$ cat config.mk
export PLATFORM = sky130hd
export DESIGN_NAME = brs_queue
export DESIGN_NICKNAME = d
export VERILOG_FILES = /design/src/design/brs_pkg.sv /design/src/design/brs_queue.sv
export SDC_FILE = /design/constraint.sdc
export NUM_CORES = 1
export LEC_CHECK = 0
export ABC_AREA = 0
export BUFFER_PORTS_ARGS = -buffer_cell sky130_fd_sc_hd__buf_2
export CAP_MARGIN = 20
export CORE_UTILIZATION = 45
export DETAILED_ROUTE_END_ITERATION = 8
export PLACE_DENSITY = 0.72
export SETUP_SLACK_MARGIN = 0.3
export SYNTH_ARGS = -nofsm -noshare
export SYNTH_HDL_FRONTEND = slang
export SYNTH_SLANG_ARGS = --single-unit
$ cat constraint.sdc
create_clock -name clk -period 3.05 [get_ports clk]
set_input_delay 0.61 -clock clk [delete_from_list [all_inputs] [get_ports clk]]
set_output_delay 0.61 -clock clk [all_outputs]
set_load 0.02 [all_outputs]
$ cat src/design/brs_pkg.sv
package brs_pkg;

    // Operation carried by an input item.
    typedef enum logic
    {
        OP_LOAD = 1'b0,
        OP_READ = 1'b1
    } op_t;

    // Configuration register indexes.
    typedef enum logic [1:0]
    {
        REG_SRC_WIDTH   = 2'd0,
        REG_SRC_HEIGHT  = 2'd1,
        REG_TARGET_SIZE = 2'd2,
        REG_NIGHT_MODE  = 2'd3
    } reg_idx_t;

    // Register file contents.
    typedef struct packed
    {
        logic [6:0] src_width;
        logic [6:0] src_height;
        logic [7:0] target_size;
        logic       night_mode;
    } cfg_t;

    // Classified item passed from the front end to the back end.
    typedef struct packed
    {
        op_t         op;
        logic        wr;
        logic [7:0]  col;
        logic [7:0]  row;
        logic [7:0]  last;
        logic [23:0] pix;
    } item_t;

    localparam logic [6:0] SRC_WIDTH_RESET   = 7'd32;
    localparam logic [6:0] SRC_HEIGHT_RESET  = 7'd32;
    localparam logic [7:0] TARGET_SIZE_RESET = 8'd32;

    // Night tint coefficients in Q0.8.
    localparam logic [6:0] NIGHT_RED_Q8      = 7'd77;
    localparam logic [6:0] NIGHT_GREEN_Q8    = 7'd90;
    localparam logic [7:0] NIGHT_BLUE_OFFSET = 8'd64;

endpackage

$ cat src/design/brs_queue.sv
module brs_queue (
    input  logic           clk,
    input  logic           rst_n,
    input  logic           in_valid,
    output logic           in_ready,
    input  brs_pkg::item_t in_item,
    output logic           out_valid,
    input  logic           out_ready,
    output brs_pkg::item_t out_item
);
    import brs_pkg::*;

    item_t      slot_reg [2];
    logic [1:0] count_reg;
    logic [1:0] count_next;
    logic       wp_reg;
    logic       rp_reg;
    logic       push;
    logic       pop;

    assign in_ready  = (count_reg != 2'd2);
    assign out_valid = (count_reg != 2'd0);
    assign out_item  = slot_reg[rp_reg];
    assign push      = in_valid && in_ready;
    assign pop       = out_valid && out_ready;

    always_comb
    begin
        count_next = count_reg;
        if (push && !pop)
            count_next = count_reg + 2'd1;
        else if (pop && !push)
            count_next = count_reg - 2'd1;
    end

    // Pointers and fill level.
    always_ff @(posedge clk or negedge rst_n)
    begin
        if (!rst_n)
        begin
            count_reg <= 2'd0;
            wp_reg    <= 1'b0;
            rp_reg    <= 1'b0;
        end
        else
        begin
            count_reg <= count_next;
            if (push)
                wp_reg <= ~wp_reg;
            if (pop)
                rp_reg <= ~rp_reg;
        end
    end

    // Entry storage.
    always_ff @(posedge clk)
    begin
        if (push)
            slot_reg[wp_reg] <= in_item;
    end

endmodule

After elaboration in Yosys (flattened, before gate mapping) --
Memory sizes are Yosys's and may differ from the RTL's. Cells that the tools add are included.
Operators by class: add/sub/neg operators 2, equal/unequal tests 1, muxes and demuxes 4, bitwise gates (word level) 2, reduce and logical (&&, ||, !) cells 8
Operator list (count):
- logical AND 1 bit | 4
- two-way mux 2 bit | 2
- nonzero test 2 bit | 2
- adder 2 x 1 -> 2 bit, second input constant | 1
- logical NOT 1 bit | 2
- two-way mux 1 bit | 2
- inequality test 2 bit, second input constant | 1
- inverter 1 bit | 2
- subtractor 2 x 1 -> 2 bit, second input constant | 1
Storage, ports and cells: bits in registers 4, RAM bits 100, input port bits 54, output and inout bits 52, logic and storage cells 21, memories 1
Memories:
- slot_reg | words 2, width 50, rd ports 1, clocked after Yosys merged registers in 0, write ports 1, RTL line brs_queue.sv:13 | item_t slot_reg [2];

Longest topological paths before layout --
Gate-level depths: netlist of run 1.
depth after elaboration 6, gate-level depth with buffers 7, depth with buffers taken out 7

Worst setup path before layout of run 1 --
No wires, ideal clock.
path type register to register, start point register count_reg[0], end point memory slot_reg[0][0] (netlist bit) (enable), library setup time 458 ps, arrival 2897 ps, required time 2592 ps, setup slack -305 ps, cell stages (with the launch flop) 4, buffers on the path 0, clock period less this slack 3355 ps, cells stage by stage dfrtp_1 > nand2b_1 > nand2_1 > nor2_1
Between the ends: word-level cells in the longest chain between the ends 4
RTL lines:
- from (decl) | RTL line brs_queue.sv:14 | logic [1:0] count_reg;
- from (signal assigned) | RTL line brs_queue.sv:47 | count_reg <= count_next;
- inequality test 2 bit | RTL line brs_queue.sv:21 | assign in_ready = (count_reg != 2'd2);
- named net in_ready | RTL line brs_queue.sv:5 | output logic in_ready,
- logical AND 1 bit | RTL line brs_queue.sv:24 | assign push = in_valid && in_ready;
- two-way mux 1 bit | RTL line brs_queue.sv:58 | if (push)
- two-way mux 1 bit (implied by the code) | RTL line brs_queue.sv:59 | slot_reg[wp_reg] <= in_item;
- to (decl) | RTL line brs_queue.sv:13
The timed path passes the listed nets, and every way through them passes these cells.

==> impl_metrics.toml, run 1 <==
[worst_setup_path]
path_buf_inv = 2
r2r-start = "count_reg[0]$_DFFE_PN0P_"
end_kind = "output port"
critPathMaxStageDelay_ns = 0.84
reg2reg_slack_ns = 1.13
path_delay_family = "flip-flops"
cp_slowest_cell = "dfrtp_4"
worstRegToRegCells = 3
required_ns = 2.44
cp.arrival_ns = 1.98
critPathMaxFanout = 33
start_kind = "flip-flop"
cp_cell_sequence = "buf_12 > mux2_4 > buf_2"
setup.worst_path.class = "reg -> out"
r2r-end = "slot_reg[1][39]$_DFFE_PP_"

[clock_tree]
numCtsBuffers = 9
post_cts_resized = 0
cts_tree = "yes"
path_clk_slew_ns = 0.09
insertion_delay_ns = 0.34
clock_sinks = 104
cts_max_level = 3
cts-root-buf = "clkbuf_8"
hold_buffers = 0
cts_setup_buffers = 0
clockBufferDepth = 2

[timing]
final_max_slew_viol_count = 0
hold-worst-slack_ns = 0.0561
period_share_pct = 85.1
fmax_mhz = 385
finalHoldViolCount = 0
grt_setup_unrepaired = "false"
worst_slack_ns = 0.456
worst_slew_pin_slew_ns = 0.746
fin_crit_ns = 2.59
fin_skew_ns = 0.00427
relSlewSlack_pct = 50.2
setup_tns_ns = 0
final-setup-viol-count = 0

[synthesis]
synth_nets = 229
ys_warn_count = 0
yosys-top-cells-count = "edfxtp_1, mux2_4, buf_12, dfrtp_1, xnor2_1"
synth_top_area_share_pct = 74.1
avgSynthCellArea_um2 = 23.3
yosys-top-cells-area = "edfxtp_1, mux2_4, buf_12"
ys_async_sr_fraction_pct = 3.85
syn_inst = 174
synth_edf_count = 100
yosys.area.top_type = "edfxtp_1"
synth_flop_cell = "edfxtp_1"
netlist_area_um2 = 4060
synth.most_common_cell = "edfxtp_1"
synth_cell_type_count = 15
synth-seq-cells = 104
synth_seq_area_share_pct = 76.5

[drt]
ant_nets = 0
wl_per_cell_um = 15.6
vias = 1889
drtIter0Drc = 60
routed_via_density = 4.71
firstDrtPassIters = 4
wl_um = 6260
drc = 0

[place]
placed_area_um2 = 4670
io_buffers = 105
place_inst = 386
dp_slack_ns = 0.826
gp_congestion = 0.694
dp_hpwl_um = 4260

[finish]
antenna_cells = 0
fin_area_um2 = 4840
nNetsFinal = 344
largest_reg_flops = 100
drive_gt1_share_pct = 59.7
syn_to_final_growth_pct = 19.5
instances_no_fill = 401
fin_util_pct = 55.6
fillers = 695

[global_routing]
grtUsageTotal_pct = 14.0
grt_max_degree = 34
antenna_found_initial = 0
grt_pass1_wl_um = 9930
grt_pass1_vias = 1953
grt_overflow = 0

[die]
core_um2 = 8720
row_count = 34
initial_utilization_pct = 46.5
dieWidth_um = 96.9
fp.dieArea_um2 = 9400
ios = 106
die_y_um = 96.9

[power_and_ir_drop]
peakVddDrop_mv = 0.585
power_density_nw_per_um2 = 964
total_power_mw = 4.67
power_leakage_nw = 1.96

[hold_path]
hold_path_class = "in -> async"

[status]
status = "complete, no violations"

[run]
maxCapViolations = 0
## where the power goes
group | leakage (nW) | switching [mW] | total, mW | internal [mW]
Clock | 0.0868 | 0.420 | 0.792 | 0.372
Combinational | 0.898 | 0.892 | 1.71 | 0.819
Sequential | 0.975 | 0.212 | 2.17 | 1.96
## routing by layer
layer / GRT usage, % / vias up / routed length, µm
met3: 4.41 / 8 / 472
met4: 5.86 / 0 / 82
met2: 22.1 / 69 / 3080
met1: 17.8 / 909 / 2620
li1: - / 903 / -
met5: 0 / - / 0
## cell families after synthesis
group	Yosys count	synth area share, %
simple gates	7	0.834
fa+ha+maj	1	0.308
xor+xnor	5	1.08
mux	50	18.4
buf+inv	7	2.84
flops	104	76.5
## worst max-delay path by stage
stage	startpoint	endpoint	slack, ns	depth (start not counted)
after floorplan	count_reg[0]$_DFFE_PN0P_	slot_reg[0][0]$_DFFE_PP_	0.53	3
after global placement	rp_reg$_DFFE_PN0P_	out_item[26]	0.81	3
after detailed placement	rp_reg$_DFFE_PN0P_	out_item[26]	0.83	3
after CTS	rp_reg$_DFFE_PN0P_	out_item[39]	0.43	3
after global routing	rp_reg$_DFFE_PN0P_	out_item[38]	0.39	3
final	rp_reg$_DFFE_PN0P_	out_item[40]	0.46	3
## cell type report
class                   count  area (µm²)  area share, %
flip-flops and latches    104        3110           64.1
multi-input cells          63         846           17.5
repair buffers            110         576           11.9
well taps                 108         135           2.79
clock buffers              11         131           2.71
clock inverters             4        46.3          0.956
inverters                   1        3.75         0.0775
## cells in the final DEF, fill, tap and decap left out, drive strengths merged
master,instances
nor2,2
mux2,50
xnor2,3
and3,1
clkinvlp,1
nand2,2
xor2,2
clkbuf,11
or2,1
ha,1
clkinv,2
edfxtp,100
bufinv,1
inv,1
nand2b,1
buf,110
dfrtp,4
(Power assumes the default switching activity.)
==> run 2: changes to the inputs <==
--- a/config.mk
+++ b/config.mk
@@ -7,8 +7,9 @@
 export LEC_CHECK = 0
 export ABC_AREA = 0
 export BUFFER_PORTS_ARGS = -buffer_cell sky130_fd_sc_hd__buf_2
-export CAP_MARGIN = 20
+export CAP_MARGIN = 10
 export CORE_UTILIZATION = 45
+export CTS_BUF_LIST = sky130_fd_sc_hd__clkbuf_4 sky130_fd_sc_hd__clkbuf_8 sky130_fd_sc_hd__clkbuf_16
 export DETAILED_ROUTE_END_ITERATION = 8
 export PLACE_DENSITY = 0.72
 export SETUP_SLACK_MARGIN = 0.3
==> impl_metrics.toml, run 2 (synthesized netlist as in run 1, its figures left out) <==
[worst_setup_path]
critPathMaxFanout = 33
crit_start = "rp_reg$_DFFE_PN0P_"
reg2reg_slack_ns = 1.13
setup.worst_path.class = "reg -> out"
path_delay_family = "flip-flops"
r2r-end = "slot_reg[1][26]$_DFFE_PP_"
start_kind = "flip-flop"
path_buf_inv = 2
worstRegToRegCells = 3
cp_cell_sequence = "buf_12 > mux2_4 > buf_2"
crit_cells = 3
cp.arrival_ns = 1.98
required_ns = 2.44
cp_slowest_cell = "dfrtp_4"
end_kind = "output port"
r2r-start = "count_reg[0]$_DFFE_PN0P_"
crit_end = "out_item[39]"
critPathMaxStageDelay_ns = 0.84

[finish]
seq_area_um2 = 3110
largest_reg_flops = 100
syn_to_final_growth_pct = 19.7
layout_commonest_cell = "buf_2"
nNetsFinal = 344
multi_input_area_um2 = 846
drive_gt1_share_pct = 60.4
mostFrequentLayoutCells = "buf_2, edfxtp_1, mux2_4"
antenna_cells = 0
instances_no_fill = 401
fillers = 693

[clock_tree]
cts_tree = "yes"
hold_buffers = 0
clock_sinks = 104
insertion_delay_ns = 0.34
post_cts_resized = 0
cts_setup_buffers = 0
path_clk_slew_ns = 0.09
cts_max_level = 3
clockBufferDepth = 2
cts-root-buf = "clkbuf_8"
numCtsBuffers = 9

[timing]
setup_tns_ns = 0
final_max_slew_viol_count = 0
finalHoldViolCount = 0
period_share_pct = 85.0
fin_skew_ns = 0.00544
grt_setup_unrepaired = "false"
final-setup-viol-count = 0
fmax_mhz = 386
fin_crit_ns = 2.59
relSlewSlack_pct = 50.1
worst_slew_pin_slew_ns = 0.748

[power_and_ir_drop]
power_density_nw_per_um2 = 967
seqPwrFrac_pct = 46.2
p_sw_share_pct = 32.5
combPwrFrac_pct = 36.5
clkPwrFrac_pct = 17.3
switchingPower_mw = 1.53
power_leakage_nw = 1.97
peakVddDrop_mv = 0.589
intPower_mw = 3.17

[global_routing]
grtUsageTotal_pct = 14.0
grt_pass1_wl_um = 9940
grt_max_degree = 34
antenna_found_initial = 0
grt_overflow = 0
grt_pass1_vias = 1955

[drt]
routed_via_density = 4.72
firstDrtPassIters = 4
vias = 1892
drc = 0
ant_nets = 0
drtIter0Drc = 54
wl_per_cell_um = 15.7
wl_um = 6290

[die]
fp.dieArea_um2 = 9400
ios = 106
row_count = 34
initial_utilization_pct = 46.5
die_y_um = 96.9
dieWidth_um = 96.9
core_um2 = 8720

[place]
place_inst = 386
gp_congestion = 0.694
io_buffers = 105
dp_hpwl_um = 4260

[status]
status = "complete, no violations"

[hold_path]
hold_path_class = "in -> async"

[run]
maxCapViolations = 0
run 2: changes by cell type in the layout (fill, tap and decap cells not counted):
| cell | delta |
|---|---|
| clkbuf_4 | +2 |
| clkbuf_1 | -2 |
run 2: power by group through the flow:
stage | combinational [mW] | clock [mW] | sequential, mW
floorplan | 1.49 | 0 | 2.06
global placement | 1.73 | 0 | 2.19
detailed placement | 1.74 | 0 | 2.21
CTS | 1.74 | 0.833 | 2.18
global route | 1.83 | 0.889 | 2.21
finish | 1.71 | 0.812 | 2.17
run 2: area by class of cell:
class                           instances  area share (%)
Multi-Input combinational cell         63            17.4
Clock inverter                          4           0.954
Timing Repair Buffer                  110            11.9
Tap cell                              108            2.78
Sequential cell                       104            64.0
Clock buffer                           11            2.86
Inverter                                1          0.0774
run 2: per-stage QoR:
stage	utilization [%]	instance area (µm²)	power, mW	hold WS [ns]	worst slack, ns
2_1_floorplan	-	4060	3.56	0.314	0.526
3_3_place_gp	53.5	4670	3.92	0.419	0.809
3_5_place_dp	53.5	4670	3.95	0.424	0.826
4_1_cts	55.6	4850	4.75	0.0397	0.428
5_1_grt	55.6	4850	4.92	0.0375	0.384
6_report	55.6	4850	4.69	0.0549	0.458
run 2: metal layers:
| metal | vias up | track usage [%] | routed length [µm] |
|---|---|---|---|
| met2 | 65 | 22.2 | 3050 |
| met5 | - | 0 | 0 |
| met1 | 912 | 17.8 | 2710 |
| met4 | 0 | 5.86 | 106 |
| met3 | 10 | 4.62 | 421 |
| li1 | 905 | - | - |
run 2: how the worst min path moves through the flow:
stage                          endpoint  startpoint  cells after the start  slack [ns]
2_1_floorplan  count_reg[0]$_DFFE_PN0P_       rst_n                      0        0.31
4_1_cts              wp_reg$_DFFE_PN0P_       rst_n                      1        0.04
3_3_place_gp         wp_reg$_DFFE_PN0P_       rst_n                      1        0.42
5_1_grt              wp_reg$_DFFE_PN0P_       rst_n                      1        0.04
6_report             wp_reg$_DFFE_PN0P_       rst_n                      1        0.05
3_5_place_dp         wp_reg$_DFFE_PN0P_       rst_n                      1        0.42
