[src/design/brs_pkg.sv]
package brs_pkg;

    // Operation carried by an input item.
    typedef enum logic
    {
        OP_LOAD = 1'b0,
        OP_READ = 1'b1
    } op_t;

    // Configuration register indexes.
    typedef enum logic [1:0]
    {
        REG_SRC_WIDTH   = 2'd0,
        REG_SRC_HEIGHT  = 2'd1,
        REG_TARGET_SIZE = 2'd2,
        REG_NIGHT_MODE  = 2'd3
    } reg_idx_t;

    // Register file contents.
    typedef struct packed
    {
        logic [6:0] src_width;
        logic [6:0] src_height;
        logic [7:0] target_size;
        logic       night_mode;
    } cfg_t;

    // Classified item passed from the front end to the back end.
    typedef struct packed
    {
        op_t         op;
        logic        wr;
        logic [7:0]  col;
        logic [7:0]  row;
        logic [7:0]  last;
        logic [23:0] pix;
    } item_t;

    localparam logic [6:0] SRC_WIDTH_RESET   = 7'd32;
    localparam logic [6:0] SRC_HEIGHT_RESET  = 7'd32;
    localparam logic [7:0] TARGET_SIZE_RESET = 8'd32;

    // Night tint coefficients in Q0.8.
    localparam logic [6:0] NIGHT_RED_Q8      = 7'd77;
    localparam logic [6:0] NIGHT_GREEN_Q8    = 7'd90;
    localparam logic [7:0] NIGHT_BLUE_OFFSET = 8'd64;

endpackage

[src/design/brs_if.sv]
interface brs_pix_if;
    import brs_pkg::*;
    logic       valid;
    logic       ready;
    op_t        operation;
    logic [7:0] col;
    logic [7:0] row;
    logic [7:0] in_red;
    logic [7:0] in_green;
    logic [7:0] in_blue;

    modport source(output valid, operation, col, row, in_red, in_green, in_blue, input ready);
    modport sink(input valid, operation, col, row, in_red, in_green, in_blue, output ready);
endinterface


interface brs_cfg_if;
    logic       valid;
    logic       ready;
    logic [1:0] index;
    logic [7:0] data;

    modport source(output valid, index, data, input ready);
    modport sink(input valid, index, data, output ready);
endinterface

[src/design/brs_front.sv]
module brs_front #(
    parameter int MAX_SIDE = 64
) (
    input  logic           clk,
    input  logic           rst_n,
    brs_cfg_if.sink        cfg,
    brs_pix_if.sink        pix_in,
    output brs_pkg::cfg_t  cfg_q,
    output brs_pkg::item_t item,
    output logic           item_valid,
    input  logic           item_ready
);
    import brs_pkg::*;

    localparam int SW = $clog2(MAX_SIDE + 1);

    cfg_t          cfg_reg;
    logic [SW-1:0] w_eff;
    logic [SW-1:0] h_eff;
    logic [7:0]    last;

    // Configuration writes are always taken.
    assign cfg.ready = 1'b1;

    always_ff @(posedge clk or negedge rst_n)
    begin
        if (!rst_n)
        begin
            cfg_reg.src_width   <= SRC_WIDTH_RESET;
            cfg_reg.src_height  <= SRC_HEIGHT_RESET;
            cfg_reg.target_size <= TARGET_SIZE_RESET;
            cfg_reg.night_mode  <= 1'b0;
        end
        else if (cfg.valid)
        begin
            unique case (reg_idx_t'(cfg.index))
                REG_SRC_WIDTH:   cfg_reg.src_width   <= cfg.data[6:0];
                REG_SRC_HEIGHT:  cfg_reg.src_height  <= cfg.data[6:0];
                REG_TARGET_SIZE: cfg_reg.target_size <= cfg.data;
                REG_NIGHT_MODE:  cfg_reg.night_mode  <= cfg.data[0];
                default:         cfg_reg.night_mode  <= cfg_reg.night_mode;
            endcase
        end
    end

    assign cfg_q = cfg_reg;

    // Effective source sizes, limited to the store dimensions.
    always_comb
    begin
        if (cfg_reg.src_width == 7'd0)
            w_eff = SW'(1);
        else if (32'(cfg_reg.src_width) > MAX_SIDE)
            w_eff = SW'(MAX_SIDE);
        else
            w_eff = SW'(cfg_reg.src_width);
        if (cfg_reg.src_height == 7'd0)
            h_eff = SW'(1);
        else if (32'(cfg_reg.src_height) > MAX_SIDE)
            h_eff = SW'(MAX_SIDE);
        else
            h_eff = SW'(cfg_reg.src_height);
    end

    // Last target coordinate; a zero size acts as one.
    assign last = (cfg_reg.target_size == 8'd0) ? 8'd0 : cfg_reg.target_size - 8'd1;

    // Classify the item: clamp read coordinates, range check loads.
    always_comb
    begin
        item.op   = pix_in.operation;
        item.last = last;
        item.pix  = {pix_in.in_red, pix_in.in_green, pix_in.in_blue};
        item.wr   = (pix_in.operation == OP_LOAD) &&
                    (32'(pix_in.col) < 32'(w_eff)) && (32'(pix_in.row) < 32'(h_eff));
        if (pix_in.operation == OP_READ)
        begin
            item.col = (pix_in.col > last) ? last : pix_in.col;
            item.row = (pix_in.row > last) ? last : pix_in.row;
        end
        else
        begin
            item.col = pix_in.col;
            item.row = pix_in.row;
        end
    end

    assign item_valid   = pix_in.valid;
    assign pix_in.ready = item_ready;

endmodule

[src/flat_wrapper.sv]
// flat-port wrapper written by rule: the top's interface ports become plain ports
module brs_front_flat import brs_pkg::*;
#(
    parameter int MAX_SIDE = 64
)
  (clk, rst_n, cfg_q, item, item_valid, item_ready, cfg_valid, cfg_index, cfg_data, cfg_ready, pix_in_valid, pix_in_operation, pix_in_col, pix_in_row, pix_in_in_red, pix_in_in_green, pix_in_in_blue, pix_in_ready);
  brs_cfg_if cfg_i ();
  brs_pix_if pix_in_i ();
  input  logic clk;
  input  logic rst_n;
  output brs_pkg::cfg_t cfg_q;
  output brs_pkg::item_t item;
  output logic item_valid;
  input  logic item_ready;
  input wire logic [$bits(cfg_i.valid)-1:0] cfg_valid;
  input wire logic [$bits(cfg_i.index)-1:0] cfg_index;
  input wire logic [$bits(cfg_i.data)-1:0] cfg_data;
  output wire logic [$bits(cfg_i.ready)-1:0] cfg_ready;
  input wire logic [$bits(pix_in_i.valid)-1:0] pix_in_valid;
  input wire logic [$bits(pix_in_i.operation)-1:0] pix_in_operation;
  input wire logic [$bits(pix_in_i.col)-1:0] pix_in_col;
  input wire logic [$bits(pix_in_i.row)-1:0] pix_in_row;
  input wire logic [$bits(pix_in_i.in_red)-1:0] pix_in_in_red;
  input wire logic [$bits(pix_in_i.in_green)-1:0] pix_in_in_green;
  input wire logic [$bits(pix_in_i.in_blue)-1:0] pix_in_in_blue;
  output wire logic [$bits(pix_in_i.ready)-1:0] pix_in_ready;
  assign cfg_i.valid = cfg_valid;
  assign cfg_i.index = cfg_index;
  assign cfg_i.data = cfg_data;
  assign cfg_ready = cfg_i.ready;
  assign pix_in_i.valid = pix_in_valid;
  assign pix_in_i.operation = pix_in_operation;
  assign pix_in_i.col = pix_in_col;
  assign pix_in_i.row = pix_in_row;
  assign pix_in_i.in_red = pix_in_in_red;
  assign pix_in_i.in_green = pix_in_in_green;
  assign pix_in_i.in_blue = pix_in_in_blue;
  assign pix_in_ready = pix_in_i.ready;
  brs_front #(.MAX_SIDE(MAX_SIDE)) u_core (.clk(clk), .rst_n(rst_n), .cfg(cfg_i), .pix_in(pix_in_i), .cfg_q(cfg_q), .item(item), .item_valid(item_valid), .item_ready(item_ready));
endmodule
[config.mk]
export PLATFORM = sky130hd
export DESIGN_NAME = brs_front_flat
export DESIGN_NICKNAME = d
export VERILOG_FILES = /design/src/design/brs_pkg.sv /design/src/design/brs_if.sv /design/src/design/brs_front.sv /design/src/flat_wrapper.sv
export SDC_FILE = /design/constraint.sdc
export NUM_CORES = 1
export LEC_CHECK = 0
export ABC_AREA = 1
export BUFFER_PORTS_ARGS = -buffer_cell sky130_fd_sc_hd__buf_2
export CAP_MARGIN = 40
export CELL_PAD_IN_SITES_DETAIL_PLACEMENT = 0
export CELL_PAD_IN_SITES_GLOBAL_PLACEMENT = 1
export CORE_MARGIN = 8
export CORE_UTILIZATION = 33
export DETAILED_ROUTE_END_ITERATION = 6
export MAX_ROUTING_LAYER = met4
export PLACE_DENSITY_LB_ADDON = 0.1
export SYNTH_ARGS = -nofsm -noshare
export SYNTH_HDL_FRONTEND = slang
export SYNTH_SLANG_ARGS = --single-unit
export TNS_END_PERCENT = 1
[constraint.sdc]
create_clock -name clk -period 4.6 [get_ports clk]
set_input_delay 0.23 -clock clk [delete_from_list [all_inputs] [get_ports clk]]
set_output_delay 0.23 -clock clk [all_outputs]
set_load 0.03 [all_outputs]
# Word-level counts from Yosys, hierarchy flattened
# Cells that the tools add are included.
[word_totals] ff_bits=23 word_cells=33
[op_classes] n_reduce_logical=10 n_mux=8 add_sub_neg=1 n_eq_ne=3 bitwise=1 magnitude_cmp=6
[op_table] cell="7-bit two-way mux" count=4
[op_table] cell="8-bit two-way mux" count=3
[op_table] cell="8-bit > comparator" count=2
[op_table] cell="8-bit by 7-bit < comparator with 1-bit output" count=2
[op_table] cell="16-bit two-way mux" count=1
[op_table] cell="7-bit > comparator (second input constant)" count=2
[op_table] cell="7-bit logical NOT" count=2
[op_table] cell="8-bit logical NOT" count=1
[op_table] cell="2-bit AND reduction" count=4
[op_table] cell="8-bit by 1-bit subtractor with 8-bit output (second input constant)" count=1
[op_table] cell="2-bit == test (second input constant)" count=2
[op_table] cell="2-bit by 1-bit == test with 1-bit output (second input constant)" count=1
[op_table] cell="1-bit logical AND" count=2
[op_table] cell="2-bit logical NOT" count=1
[op_table] cell="1-bit inverter" count=1

# Logic depth before layout (Yosys ltp)
# Gate-level depths: netlist (run 1).
[depth] ltp_word=6 depth_mapped=18

# Worst setup path before layout (run 1)
# OpenSTA, ideal clock, no wires.
[synth_timing] kind="register to output" from="reg u_core.cfg_reg, in the netlist u_core.cfg_q[1]" to="out item[40] (netlist name)" arrival_time_ps=2886 required_ps=4370 path_stages_with_launch=18 path_slack_ps=1484 cell_sequence="dfrtp_1 inv_2 ha_1 nand2_2 inv_2 nand2_4 nor2_4 nand2_4 inv_4 nor2_4 inv_2 ha_1 a21oi_1 o21a_1 nor2_2 o21ai_4 buf_8 o21ai_1"
[synth_rtl] item="from (decl)" line_no="brs_front.sv:17" rtl="cfg_t cfg_reg;"
[synth_rtl] item="to (decl)" line_no="flat_wrapper.sv:12" rtl="output brs_pkg::item_t item;"

==> results by stage, run 1 <==
Outcome:
- The run finished with clean final reports.

Die:
- The die outline area is 10200 µm².
- The width of the die is 101 µm.
- The total core area is 7100 µm².
- The number of top-level design ports is 132.
- For this configuration, the core starts out at a cell density of 0.335.
- The number of rows created at floorplan is 31.
- The floorplan step set the die height to 101 µm.

Power and ir drop:
- In this run the power density over the cells is 400 nW/µm².
- The leakage power summed over all cells is 1.49 nW.
- The worst IR drop on VDD is 149 µV.

Cells and area:
- The area growth from synthesis to layout is 13.5%.
- At the end of the flow the core is filled with cells to 0.380.
- The flip-flop count of the largest register after layout is 23.
- The number of inserted filler cells in the final layout is 774.
- The repair_antennas step left the layout with diodes totalling 0.
- The fraction of layout cells with a size suffix above 1 is 0.359.
- The final net count is 451.

STA:
- The time the worst path needs with I/O delays and setup is 3.31 ns.
- The final clock skew is 0 ns.
- The final worst-path cycle share is 0.720.
- Static timing analysis puts the maximum clock frequency at 0.302 GHz.
- Headroom to the max-slew limit came out at 0.641.
- Setup repair after global routing left no endpoint under its margin.
- Hold is met by 0.213 ns.
- The number of hold-slack violations in the final timing report is 0.
- The slew at the pin closest to its max-slew limit is 0.537 ns.
- Summed over all failing endpoints, the final setup total negative slack is 0 ns.
- The count of pins over their slew limit is 0.
- The final count of negative-setup-slack endpoints is 0.

Drt:
- The remaining number of nets flagged by the antenna check after routing is 0.
- The routed length on met3 is 291 µm.
- The initial DRC count is 32.
- The pre-antenna-repair detailed-routing pass consisted of 4 iterations.
- The post-detailed-route via-to-cell ratio is 4.43.
- The number of design rule violations left after detail routing is 0.
- The total wire length after detailed routing is 6560 µm.
- The detailed-route wire length on metal 1 is 3070 µm.
- The length of routed met2 wiring is 3170 µm.
- In the final routed layout, each cell accounts on average for 14.1 µm.
- The final route contains 2055 vias.
- The highest metal layer with signal wires is met4.

Yosys:
- The async set or reset register ratio after synthesis is 1.00.
- The total number of yosys warnings is 0.
- In this run, distinct cell masters in the synthesized netlist total 35.
- The mapped netlist covers 2380 µm².
- Synthesis handed over a netlist of 315 instances.
- The sequential fraction of the synthesis area is 0.244.
- The dominant cell by count in the synthesized netlist is sky130_fd_sc_hd__nand2_1.
- The number of nets handed over by synthesis was 400.
- The synthesized design contains 0 enable-type register cells.
- The predominant post-synthesis flop cell is sky130_fd_sc_hd__dfrtp_1.
- The biggest area consumer among synthesized cells is sky130_fd_sc_hd__dfrtp_1.
- The synthesized area per cell is 7.54 µm².
- The share of synthesized area in the top cell type comes to 0.211.
- After synthesis, the most frequently instantiated cells are sky130_fd_sc_hd__nand2_1, sky130_fd_sc_hd__inv_1, sky130_fd_sc_hd__ha_1.
- The number of flip-flops and latches in the synthesized netlist is 23.
- Yosys attributes the largest share of cell area to sky130_fd_sc_hd__dfrtp_1, sky130_fd_sc_hd__ha_1, sky130_fd_sc_hd__nand2_1, sky130_fd_sc_hd__buf_4, sky130_fd_sc_hd__o21ai_2.

Clock network:
- The root buffer cell chosen for the clock tree is sky130_fd_sc_hd__clkbuf_8.
- The number of setup buffers added after CTS is 0.
- The maximum clock insertion buffer count is 2.
- TritonCTS built the clock tree.
- The clock drives 23 sinks.
- The clock reaches the later pin of the worst-skew pair after 0.26 ns.
- The clock-pin slew on the worst setup and hold paths is 0.08 ns.
- The number of buffers created by CTS is 3.
- In this run the number of H-tree levels came out at 1.

Setup path:
- Along the worst path, the maximum fanout reaches 16.
- The required time at the worst-slack endpoint is 4.37 ns.
- The data arrival time of the critical path is 3.08 ns.
- Walking the worst path, the cells encountered are inv_2 > ha_1 > nand2_2 > inv_2 > nand2_4 > nor2_4 > nand2_4 > inv_4 > nor2_4 > inv_2 > ha_1 > a21oi_1 > o21a_1 > nor2_2 > o21ai_4 > nand2_1 > o21ai_1 > buf_2.
- The slowest stage of the critical path is the sky130_fd_sc_hd__dfrtp_1 cell.
- The kind of launch point of the worst setup path is a flop.
- The startpoint-to-endpoint class of the critical path is reg -> out.
- On the worst path, the slowest cell contributes a delay of 0.44 ns.
- The critical path's most frequent cell is sky130_fd_sc_hd__inv_2.
- The capturing element type of the critical path is an output pin.

Global routing:
- The number of antenna violations at the first check in global routing was 0.
- The maximum number of pins on one net before global-route repair is 24.
- The total routing usage reported by global routing is 0.129.
- The number of global-route vias before repair is 2030.
- After global routing the overflow that remains totals 0.
- The first global-routing pass estimated 10100 µm of wire.

Place:
- The number of port buffers is 78.
- The HPWL after detailed placement is 5660 µm.
- The weighted congestion reported at the end of routability-driven placement is 0.748.

Worst hold path:
- The tightest min-delay check is of the in -> reg type.

Run:
- The total of max-cap violations is 0.
==> critical path: cells and delay by family, from the launching register on <==
family	cells	cell delay (ns)
AND/OR/NAND/NOR	7	0.47
adder cells (fa/ha/maj)	2	0.46
buffers and inverters	5	0.59
AO/OA/AOI/OAI	4	0.84
flip-flops	1	0.44
==> cells by family (layout without fill, tap and decap cells) <==
kind of cell,after synthesis,in the layout,synth area share
adder cells (fa/ha/maj),29,29,0.153
other,1,1,0.00158
AO/OA/AOI/OAI,65,65,0.184
flip-flops,23,23,0.244
AND/OR/NAND/NOR,124,124,0.247
XOR/XNOR,1,1,0.00369
buffers and inverters,72,122,0.167
==> layout by cell type (no fill, tap or decap), types with 4 or more instances in the layout <==
cell / count
sky130_fd_sc_hd__nand2_1: 80
sky130_fd_sc_hd__buf_2: 78
sky130_fd_sc_hd__inv_1: 32
sky130_fd_sc_hd__ha_1: 29
sky130_fd_sc_hd__o21ai_0: 23
sky130_fd_sc_hd__dfrtp_1: 20
sky130_fd_sc_hd__o21ai_2: 16
sky130_fd_sc_hd__nor2_1: 15
sky130_fd_sc_hd__a21oi_1: 11
sky130_fd_sc_hd__nand3_1: 7
sky130_fd_sc_hd__inv_2: 6
sky130_fd_sc_hd__nor2_2: 5
sky130_fd_sc_hd__nor2_4: 5
sky130_fd_sc_hd__o21ai_1: 4
==> final timing paths <==
| path | from | endpoint | slack [ns] | depth (start not counted) |
|---|---|---|---|---|
| worst max-delay path | u_core.cfg_q[1]$_DFFE_PN0P_ | item[40] | 1.29 | 18 |
| worst min-delay path | cfg_data[7] | u_core.cfg_q[8]$_DFFE_PN0P_ | 0.21 | 3 |
| worst max register to register | u_core.cfg_q[6]$_DFFE_PN1P_ | u_core.cfg_q[6]$_DFFE_PN1P_ | 3.78 | 2 |
| worst min register to register | u_core.cfg_q[0]$_DFFE_PN0P_ | u_core.cfg_q[0]$_DFFE_PN0P_ | 0.50 | 2 |
| max in group asynchronous | rst_n | u_core.cfg_q[14]$_DFFE_PN1P_ | 3.76 | 2 |
| min in group asynchronous | rst_n | u_core.cfg_q[3]$_DFFE_PN0P_ | 0.47 | 2 |
==> per-layer routing <==
layer / vias up / global-route usage
li1: 1095 / -
met1: 910 / 0.162
met2: 48 / 0.216
met3: 2 / 0.0180
met4: 0 / 0.0233
met5: - / -
==> area by class of cell <==
cell class	instances	area, µm²	area share
Timing Repair Buffer	79	400	0.148
Inverter	39	149	0.0552
Tap cell	99	124	0.0459
Multi-Input combinational cell	220	1400	0.519
Sequential cell	23	579	0.215
Clock buffer	4	45.0	0.0167
==> what timing repair did <==
action / in CTS / in global routing
hold buffers: 1 / 0
hold endpoints to repair: 20 / 0
resized for setup: 0 / 0
==> power by group <==
group          internal (W)  switching [W]  total (W)  leakage, nW
sequential         0.000238      0.0000423   0.000280        0.279
clock             0.0000617      0.0000629   0.000125       0.0228
combinational      0.000210       0.000464   0.000674         1.19
total              0.000510       0.000569    0.00108         1.49
==> metrics by stage <==
| stage | worst slack (ns) | cells | cell area (µm²) | power [W] |
|---|---|---|---|---|
| 2_1_floorplan | 1.48 | 315 | 2380 | 0.000827 |
| 3_3_place_gp | 1.57 | 459 | 2640 | 0.000966 |
| 3_5_place_dp | 1.55 | 459 | 2640 | 0.000969 |
| 4_1_cts | 1.25 | 464 | 2700 | 0.00110 |
| 5_1_grt | 0.999 | 464 | 2700 | 0.00117 |
| 6_report | 1.29 | 464 | 2700 | 0.00108 |
Note: power is estimated with default switching activity, not from simulation.
==> inputs of run 2 (changes only) <==
--- a/config.mk
+++ b/config.mk
@@ -11,7 +11,7 @@
 export CELL_PAD_IN_SITES_DETAIL_PLACEMENT = 0
 export CELL_PAD_IN_SITES_GLOBAL_PLACEMENT = 1
 export CORE_MARGIN = 8
-export CORE_UTILIZATION = 33
+export CORE_UTILIZATION = 31
 export DETAILED_ROUTE_END_ITERATION = 6
 export MAX_ROUTING_LAYER = met4
 export PLACE_DENSITY_LB_ADDON = 0.1
==> constraint.sdc (replaced) <==
create_clock -name clk -period 3.3 [get_ports clk]
set_input_delay 0.165 -clock clk [delete_from_list [all_inputs] [get_ports clk]]
set_output_delay 0.165 -clock clk [all_outputs]
set_load 0.03 [all_outputs]
==> run 2 against run 1 <==
Routed wire length increased by 0.96%; sequential power increased by 39%; combinational power increased by 43%.
==> results by stage, run 2 (synthesis gave the netlist of run 1 again) <==
Outcome:
- The flow ran to the end, and the final reports show no timing, DRC or antenna violations.

Place:
- The total placed cells including tap cells is 465.
- The placed wire-length estimate after detailed placement is 5760 µm.
- Buffers placed on the I/O ports in this run total 78.
- The weighted congestion reported at the end of routability-driven placement is 0.747.

STA:
- For the pin with the worst max-slew slack, the measured transition is 0.546 ns.
- After routing, the total negative slack on setup checks comes to 0 ns.
- The clock arrives with 0 ns of skew.
- The worst path needs 3.08 ns of the cycle, external delays included.
- The final worst-path cycle share is 0.934.
- The number of hold-slack violations in the final timing report was 0.
- The worst slew margin relative to its limit is 0.636.
- The count of pins over their slew limit is 0.
- Static timing analysis puts the maximum clock frequency at 0.325 GHz.
- Setup repair after global routing left no endpoint under its margin.
- The final count of negative-setup-slack endpoints is 0.

Drt:
- In the routed layout, each cell is associated on average with a via count of 4.42.
- The number of search-and-repair iterations in the first detailed-routing pass is 4.
- For this block, the routed nets add up to 6620 µm of wire.
- After detailed routing, the number of remaining DRC violations is 0.
- The wire length per cell after detailed routing is 14.1 µm.
- Summing over every cut layer, the via total after detailed routing is 2080.
- The remaining number of nets flagged by the antenna check after routing is 0.
- The initial DRC count is 36.

Power and ir drop:
- Of the total power, combinational logic draws 0.633.
- The analysis attributes to net switching a power of 0.000793 W.
- The switching part of the total power is 0.520.
- The leakage power summed over all cells is 1.52 nW.
- The sequential share of power is 0.254.
- Of the total power, the clock network draws 0.113.
- The power per cell area is 554 nW/µm².
- The worst IR drop on VDD is 237 µV.
- The internal power of the cells totals 0.000733 W.

Cells and area:
- The footprint of the flip-flops and latches is 579 µm².
- Leaving out filler cells and counting taps, the final layout contains 471.
- The repair_antennas step left the layout with diodes totalling 0.
- Counting the fill cells in the layout gives 851.
- Compared with the post-synthesis result, the final layout area differs by 16.0%.
- The net count of the finished layout is 455.
- In the layout the commonest cells are sky130_fd_sc_hd__nand2_1, sky130_fd_sc_hd__buf_2, sky130_fd_sc_hd__inv_1, sky130_fd_sc_hd__ha_1, sky130_fd_sc_hd__o21ai_0.
- Of the cells placed in the final design, the portion with a size suffix greater than 1 is 0.371.
- The commonest non-fill, non-tap cell in the layout is sky130_fd_sc_hd__nand2_1.
- The footprint of the multi-input gates is 1410 µm².
- The flip-flop count of the largest register after layout is 23.

Clock network:
- Counting every sink on the clock net gives 23.
- The CTS tree is done.
- In this run the number of H-tree levels came out at 1.
- The clock-pin slew on the worst setup and hold paths is 0.08 ns.
- Clock latency on the worst-skew pair, taken at its later pin, is 0.26 ns.
- TritonCTS created 3 clock buffers.
- The tree is rooted in a sky130_fd_sc_hd__clkbuf_8.
- The maximum clock insertion buffer count is 2.

Worst hold path:
- The number of stages on the worst hold path is 3.
- For hold timing, the worst endpoint is u_core.cfg_q[8]$_DFFE_PN0P_.
- The startpoint of the tightest hold check path is cfg_data[7].
- The min-delay analysis places its worst path in the category in -> reg.

Die:
- The die covers 10700 µm².
- The chip height is 104 µm.
- The number of top-level design ports is 132.
- Measured along the x axis, the die boundary spans 104 µm.
- In this run the core area contains 32 standard-cell rows.
- The total core area is 7570 µm².
- The starting density of the core is 0.314.

Global routing:
- The maximum number of pins on one net before global-route repair is 24.
- The global-route wire length before repair is 11000 µm.
- The number of antenna violations at the first check in global routing is 0.
- The number of global-route vias before repair is 2134.
- The total routing usage reported by global routing is 0.127.
- The overall overflow remaining after global route is 0.

Setup path:
- The data arrival time of the critical path is 2.92 ns.
- The signal on the critical path passes through inv_2 > ha_1 > nand2_2 > inv_2 > nand2_4 > nor2_4 > nand2_4 > inv_4 > nor2_4 > inv_2 > ha_1 > a21oi_1 > o21a_1 > nor2_2 > o21ai_4 > buf_12 > buf_4 > o21ai_2 > buf_2.
- The kind of launch point of the worst setup path is a flop.
- The slowest stage of the critical path is the sky130_fd_sc_hd__dfrtp_1 cell.
- The largest fanout on the critical path is 15.
- The critical path's most frequent cell is sky130_fd_sc_hd__inv_2.
- The startpoint-to-endpoint class of the critical path is reg -> out.
- Setup slack on the worst reg-to-reg path comes out at 2.47 ns.
- At the worst endpoint, the required time is 3.13 ns.
- The worst register-to-register path ends at u_core.cfg_q[7]$_DFFE_PN0P_.
- The delay of the slowest cell on the worst path is 0.44 ns.
- The critical path starts at u_core.cfg_q[1]$_DFFE_PN0P_.
- The capturing element type of the critical path is an output pin.
- The origin of the critical flop-to-flop path is u_core.cfg_q[7]$_DFFE_PN0P_.
- The number of cells on the worst reg-to-reg path is 2.

Run:
- Max-cap violations in this run came to 0.
==> run 2: power by group through the flow <==
stage          clock network (W)  registers, W  logic, W
6_report                0.000172      0.000388  0.000966
5_1_grt                 0.000193      0.000398   0.00108
3_3_place_gp                   0      0.000395  0.000963
3_5_place_dp                   0      0.000395  0.000967
2_1_floorplan                  0      0.000472  0.000681
4_1_cts                 0.000179      0.000390  0.000971
==> run 2: what timing repair did <==
action	CTS	global route
endpoints found under the setup margin	0	8
resized for setup	0	3
setup buffers	0	1
endpoints found under the hold margin	20	0
hold buffers	1	0
==> run 2: metal layers <==
| layer | wire length [µm] | vias up | share of wire | GRT usage |
|---|---|---|---|---|
| met2 | 3150 | 56 | 0.48 | 0.205 |
| met3 | 337 | 8 | 0.051 | 0.0248 |
| met1 | 3060 | 907 | 0.46 | 0.155 |
| met4 | 69 | 0 | 0.010 | 0.0378 |
| met5 | 0 | - | 0 | - |
| li1 | - | 1109 | - | - |
==> run 2: metrics by stage <==
| stage | hold slack, ns | util | power [W] | instance area (µm²) | setup WS (ns) |
|---|---|---|---|---|---|
| after global placement | 0.179 | 0.353 | 0.00136 | 2670 | 0.403 |
| final | 0.150 | 0.364 | 0.00153 | 2760 | 0.218 |
| after detailed placement | 0.176 | 0.353 | 0.00136 | 2670 | 0.374 |
| after global routing | 0.182 | 0.364 | 0.00167 | 2760 | 0.00225 |
| after floorplan | -0.131 | - | 0.00115 | 2380 | 0.249 |
| after CTS | 0.148 | 0.360 | 0.00154 | 2720 | 0.0681 |
==> run 2: worst max-delay path: cells and delay by family, from the launching register on <==
family,cells,cell delay [ns]
buf+inv,7,0.74
flops,1,0.44
simple gates,6,0.50
compound gates,4,0.43
fa+ha+maj,2,0.54
==> run 2: final cells by class <==
class	instances	share of cell area
clock buffer	4	0.0163
sequential	23	0.210
multi-input combinational	220	0.511
inverter	39	0.0540
timing repair buffer	83	0.162
tap	102	0.0463
==> run 2: worst max-delay path by stage <==
| stage | endpoint | slack, ns | depth (start not counted) |
|---|---|---|---|
| after detailed placement | item[38] | 0.37 | 18 |
| after global routing | item[39] | 0.002 | 19 |
| after floorplan | item[40] | 0.25 | 17 |
| after global placement | item[38] | 0.40 | 18 |
| after CTS | item[38] | 0.07 | 18 |
| final | item[39] | 0.22 | 19 |
==> inputs of run 3 (changes only) <==
--- a/config.mk
+++ b/config.mk
@@ -5,7 +5,6 @@
 export SDC_FILE = /design/constraint.sdc
 export NUM_CORES = 1
 export LEC_CHECK = 0
-export ABC_AREA = 1
 export BUFFER_PORTS_ARGS = -buffer_cell sky130_fd_sc_hd__buf_2
 export CAP_MARGIN = 40
 export CELL_PAD_IN_SITES_DETAIL_PLACEMENT = 0
==> run 3 against run 2 <==
The flow now finishes with violations (negative setup slack); die area shrank 6.9%; core utilization grew 6.3 points; non-clock buffer count grew 12; synthesized cell count shrank 30%; hold slack lost 0.030 ns; sequential power grew 3%; worst setup slack lost 0.36 ns; critical path depth shrank 8; synthesized area shrank 8.1%; final area grew 5.3%; largest power group unchanged.
==> results by stage, run 3 <==
Outcome:
- The run finished, with violations left.
- The final reports fail on negative setup slack.

Power and ir drop:
- For this design the ratio of total power to cell area is 569 nW/µm².
- The total power is 0.00165 W.
- In this run the power spent charging and discharging nets is 0.000786 W.
- The worst IR drop on VDD is 291 µV.
- The share of total power dissipated in combinational logic is 0.650.
- Of the total power, the share spent switching nets is 0.477.
- Internal power comes to 0.000863 W.
- The analysis attributes to cell leakage a power of 1.41 nW.
- The sequential share of power is 0.242.
- The share of total power dissipated in the clock network is 0.107.

Die:
- 132 I/O pins were placed.
- The floorplan step defined a die boundary enclosing 9980 µm².
- The floorplan step set the die width to 99.9 µm.
- The number of rows created at floorplan is 30.
- The total core area is 6790 µm².
- The chip height is 99.9 µm.
- The starting density of the core is 0.321.

Place:
- The number of port buffers is 78.
- The weighted congestion reported at the end of routability-driven placement is 0.809.
- The placed wire-length estimate after detailed placement is 5830 µm.
- The worst slack at placement is 0.0310 ns.

Drt:
- The number of search-and-repair iterations in the first detailed-routing pass is 4.
- Summed over all layers, the routed wires come to 6780 µm.
- The post-detailed-route via-to-cell ratio is 4.79.
- The initial DRC count is 40.
- The remaining number of nets flagged by the antenna check after routing is 0.
- The via count of the routed design is 1864.
- The wire length per cell after detailed routing is 17.4 µm.
- The number of design rule violations left after detail routing is 0.

Clock network:
- The tree is rooted in a sky130_fd_sc_hd__clkbuf_8.
- No sink is reached through more buffers than the 2 on the longest clock path.
- For this design, the sink count on the clock tree is 23.
- TritonCTS built the clock tree.
- The number of buffers created by CTS is 3.
- The maximum level of the CTS H-tree is 1.
- The clock network latency to the later pin of the worst-skew pair is 0.27 ns.
- The clock-pin slew on the worst setup and hold paths is 0.09 ns.

Yosys:
- Of the post-synthesis cell area, the dominant cell type holds 0.229.
- The number of nets in the synthesized netlist is 307.
- Yosys instantiated no cell more often than sky130_fd_sc_hd__mux2_2.
- Of all flip-flops after synthesis, the portion carrying an async set or reset was 1.00.
- By count the netlist is led by sky130_fd_sc_hd__mux2_2, sky130_fd_sc_hd__ha_1, sky130_fd_sc_hd__buf_4.
- For this run, the leading register cell type out of synthesis is sky130_fd_sc_hd__dfrtp_1.
- The count of flip-flops with a built-in enable after synthesis is 0.
- After synthesis the netlist holds a flip-flop and latch count of 23.
- After technology mapping, the gate count stands at 222.
- Synthesis instantiated 37 different standard cells from the library.
- Each instance of the synthesized netlist takes up on average 9.83 µm².
- Of all cell types, the one taking the most synthesized area is sky130_fd_sc_hd__dfrtp_1.
- For this run, the register share of the synthesized area comes to 0.265.
- During synthesis, Yosys emitted a total of 0 warnings.
- The synthesized cell area is 2180 µm².
- Ranked by total cell area, the synthesized netlist is headed by sky130_fd_sc_hd__dfrtp_1, sky130_fd_sc_hd__mux2_2, sky130_fd_sc_hd__ha_1, sky130_fd_sc_hd__buf_4, sky130_fd_sc_hd__dfstp_2.

Setup path:
- The capturing element type of the critical path is an output pin.
- The flop-to-flop setup slack is 2.34 ns.
- In this run the critical register-to-register path is captured at u_core.cfg_q[1]$_DFFE_PN0P_.
- At the worst endpoint, the arrival time is 3.28 ns.
- Along the worst path, the maximum fanout reaches 4.
- The worst reg-to-reg path cell count is 2.
- The critical path in this run is classified as reg -> out.
- The kind of launch point of the worst setup path is a flop.
- Tracing the worst setup path back leads to its startpoint at u_core.cfg_q[3]$_DFFE_PN0P_.
- The origin of the critical flop-to-flop path is u_core.cfg_q[1]$_DFFE_PN0P_.
- The required time at the worst-slack endpoint is 3.13 ns.

Cells and area:
- The library cells used most frequently in the layout, excluding fill and tap cells, are sky130_fd_sc_hd__buf_2, sky130_fd_sc_hd__ha_1, sky130_fd_sc_hd__mux2_2, sky130_fd_sc_hd__buf_4, sky130_fd_sc_hd__mux2_4.
- Leaving out fill and tap cells, the most frequent cell in the layout is sky130_fd_sc_hd__buf_2.
- After the last flow step, the layout net total stands at 379.
- For this run, the share of the core covered by cells in the final layout is 0.427.
- The signed area change from the synthesized netlist to the final layout is 32.8%.
- The number of antenna diodes in the final layout is 0.
- The register with the most flip-flops in the layout has 23 of them.
- In the final layout, the share of cells above drive strength 1 is 0.567.
- The number of inserted filler cells in the final layout is 697.

Worst hold path:
- The endpoint of the worst hold path is u_core.cfg_q[8]$_DFFE_PN0P_.
- Counting instances, the worst hold path has a depth of 2.
- The class of the tightest hold or removal check is in -> reg.
- The startpoint of the tightest hold check path is cfg_data[7].

STA:
- The final clock skew is 0 ns.
- Setup violations remaining at the end of the flow were counted as 16.
- At the pin with the least slew margin, the transition time is 0.592 ns.
- Dividing the final minimum period by the clock period gives 1.04.
- The setup TNS after final layout is -1.94 ns.
- Setup repair after global routing could not meet its margin everywhere.
- The count of pins over their slew limit is 0.
- The number of hold-slack violations in the final timing report was 0.
- The setup slack of the critical path after layout is -0.144 ns.
- Static timing analysis puts the maximum clock frequency at 0.290 GHz.
- After layout, the minimum clock period comes to 3.44 ns.
- The worst slew margin relative to its limit is 0.603.

Global routing:
- For this run, the total global-route usage over all layers was measured as 0.139.
- The number of antenna violations at the first check in global routing is 0.
- The number of global-route vias before repair is 2017.
- Summed over all layers, the global routing overflow is 0.
- The global-route wire length before repair is 11000 µm.
- Entering global routing, the biggest net connects 24 pins.

Run:
- Across the run, the number of max-cap violations was 0.
run 3: worst max-delay path, stage by stage (launching register included):
cell and delay [ns]:
sky130_fd_sc_hd__dfrtp_2 0.42, sky130_fd_sc_hd__or4_4 0.57, sky130_fd_sc_hd__nor4_4 0.17, sky130_fd_sc_hd__mux2_4 0.34, sky130_fd_sc_hd__inv_1 0.08, sky130_fd_sc_hd__ha_1 0.26, sky130_fd_sc_hd__a21oi_2 0.17, sky130_fd_sc_hd__o21ai_2 0.09
sky130_fd_sc_hd__o311ai_4 0.26, sky130_fd_sc_hd__buf_6 0.18, sky130_fd_sc_hd__mux2_4 0.30, sky130_fd_sc_hd__clkbuf_4 0.18
run 3: logic make-up (layout without fill, tap and decap cells):
kind of cell	count (synthesis)	after routing	share of synthesized area
compound gates	34	34	0.103
xor+xnor	1	1	0.00401
fa+ha+maj	29	29	0.166
buf+inv	42	113	0.120
flops	23	23	0.265
mux	40	40	0.206
other cells	1	1	0.00172
simple gates	52	52	0.134
run 3: what timing repair did:
item                                   in CTS  in global routing
hold buffers                                1                  0
gates resized for setup                    27                  3
buffers inserted                            3                  0
pin swaps                                   5                  1
endpoints found under the hold margin      20                  0
setup endpoints to repair                  16                 16
run 3: worst max path at each step:
stage	slack (ns)	end
2_1_floorplan	0.02	item[32]
3_3_place_gp	0.03	item[34]
3_5_place_dp	0.03	item[34]
4_1_cts	-0.19	item[41]
5_1_grt	-0.29	item[32]
6_report	-0.14	item[32]
run 3: through the flow:
step,instance area (µm²),hold WS (ns),std cells
after detailed placement,2690,0.165,381
after global placement,2690,0.170,381
final,2900,0.121,389
after global routing,2900,0.112,389
after floorplan,2290,-0.131,222
after CTS,2890,0.117,389
run 3: final cells by class:
class                      instances  area (µm²)  share of cell area
clock buffer                       3        41.3              0.0142
clock inverter                     1        7.51             0.00259
inverter                          14        52.6              0.0181
multi-input combinational        157        1530               0.528
sequential                        23         583               0.201
tap                               96         120              0.0414
timing repair buffer              95         563               0.194
run 3: power groups by stage:
stage	sequential [W]	clock (W)	combinational, W
2_1_floorplan	0.000508	0	0.000641
3_3_place_gp	0.000404	0	0.00101
3_5_place_dp	0.000404	0	0.00101
4_1_cts	0.000400	0.000182	0.00108
5_1_grt	0.000411	0.000194	0.00117
6_report	0.000400	0.000177	0.00107
run 3: per-layer routing:
metal  GRT usage  vias to the layer above  wire [µm]  part of all wire
met3      0.0215                        4        341             0.050
li1            -                      929          -                 -
met5           -                        -          0                 0
met2       0.222                       68       3080              0.45
met1       0.182                      863       3330              0.49
met4      0.0291                        0         20            0.0030
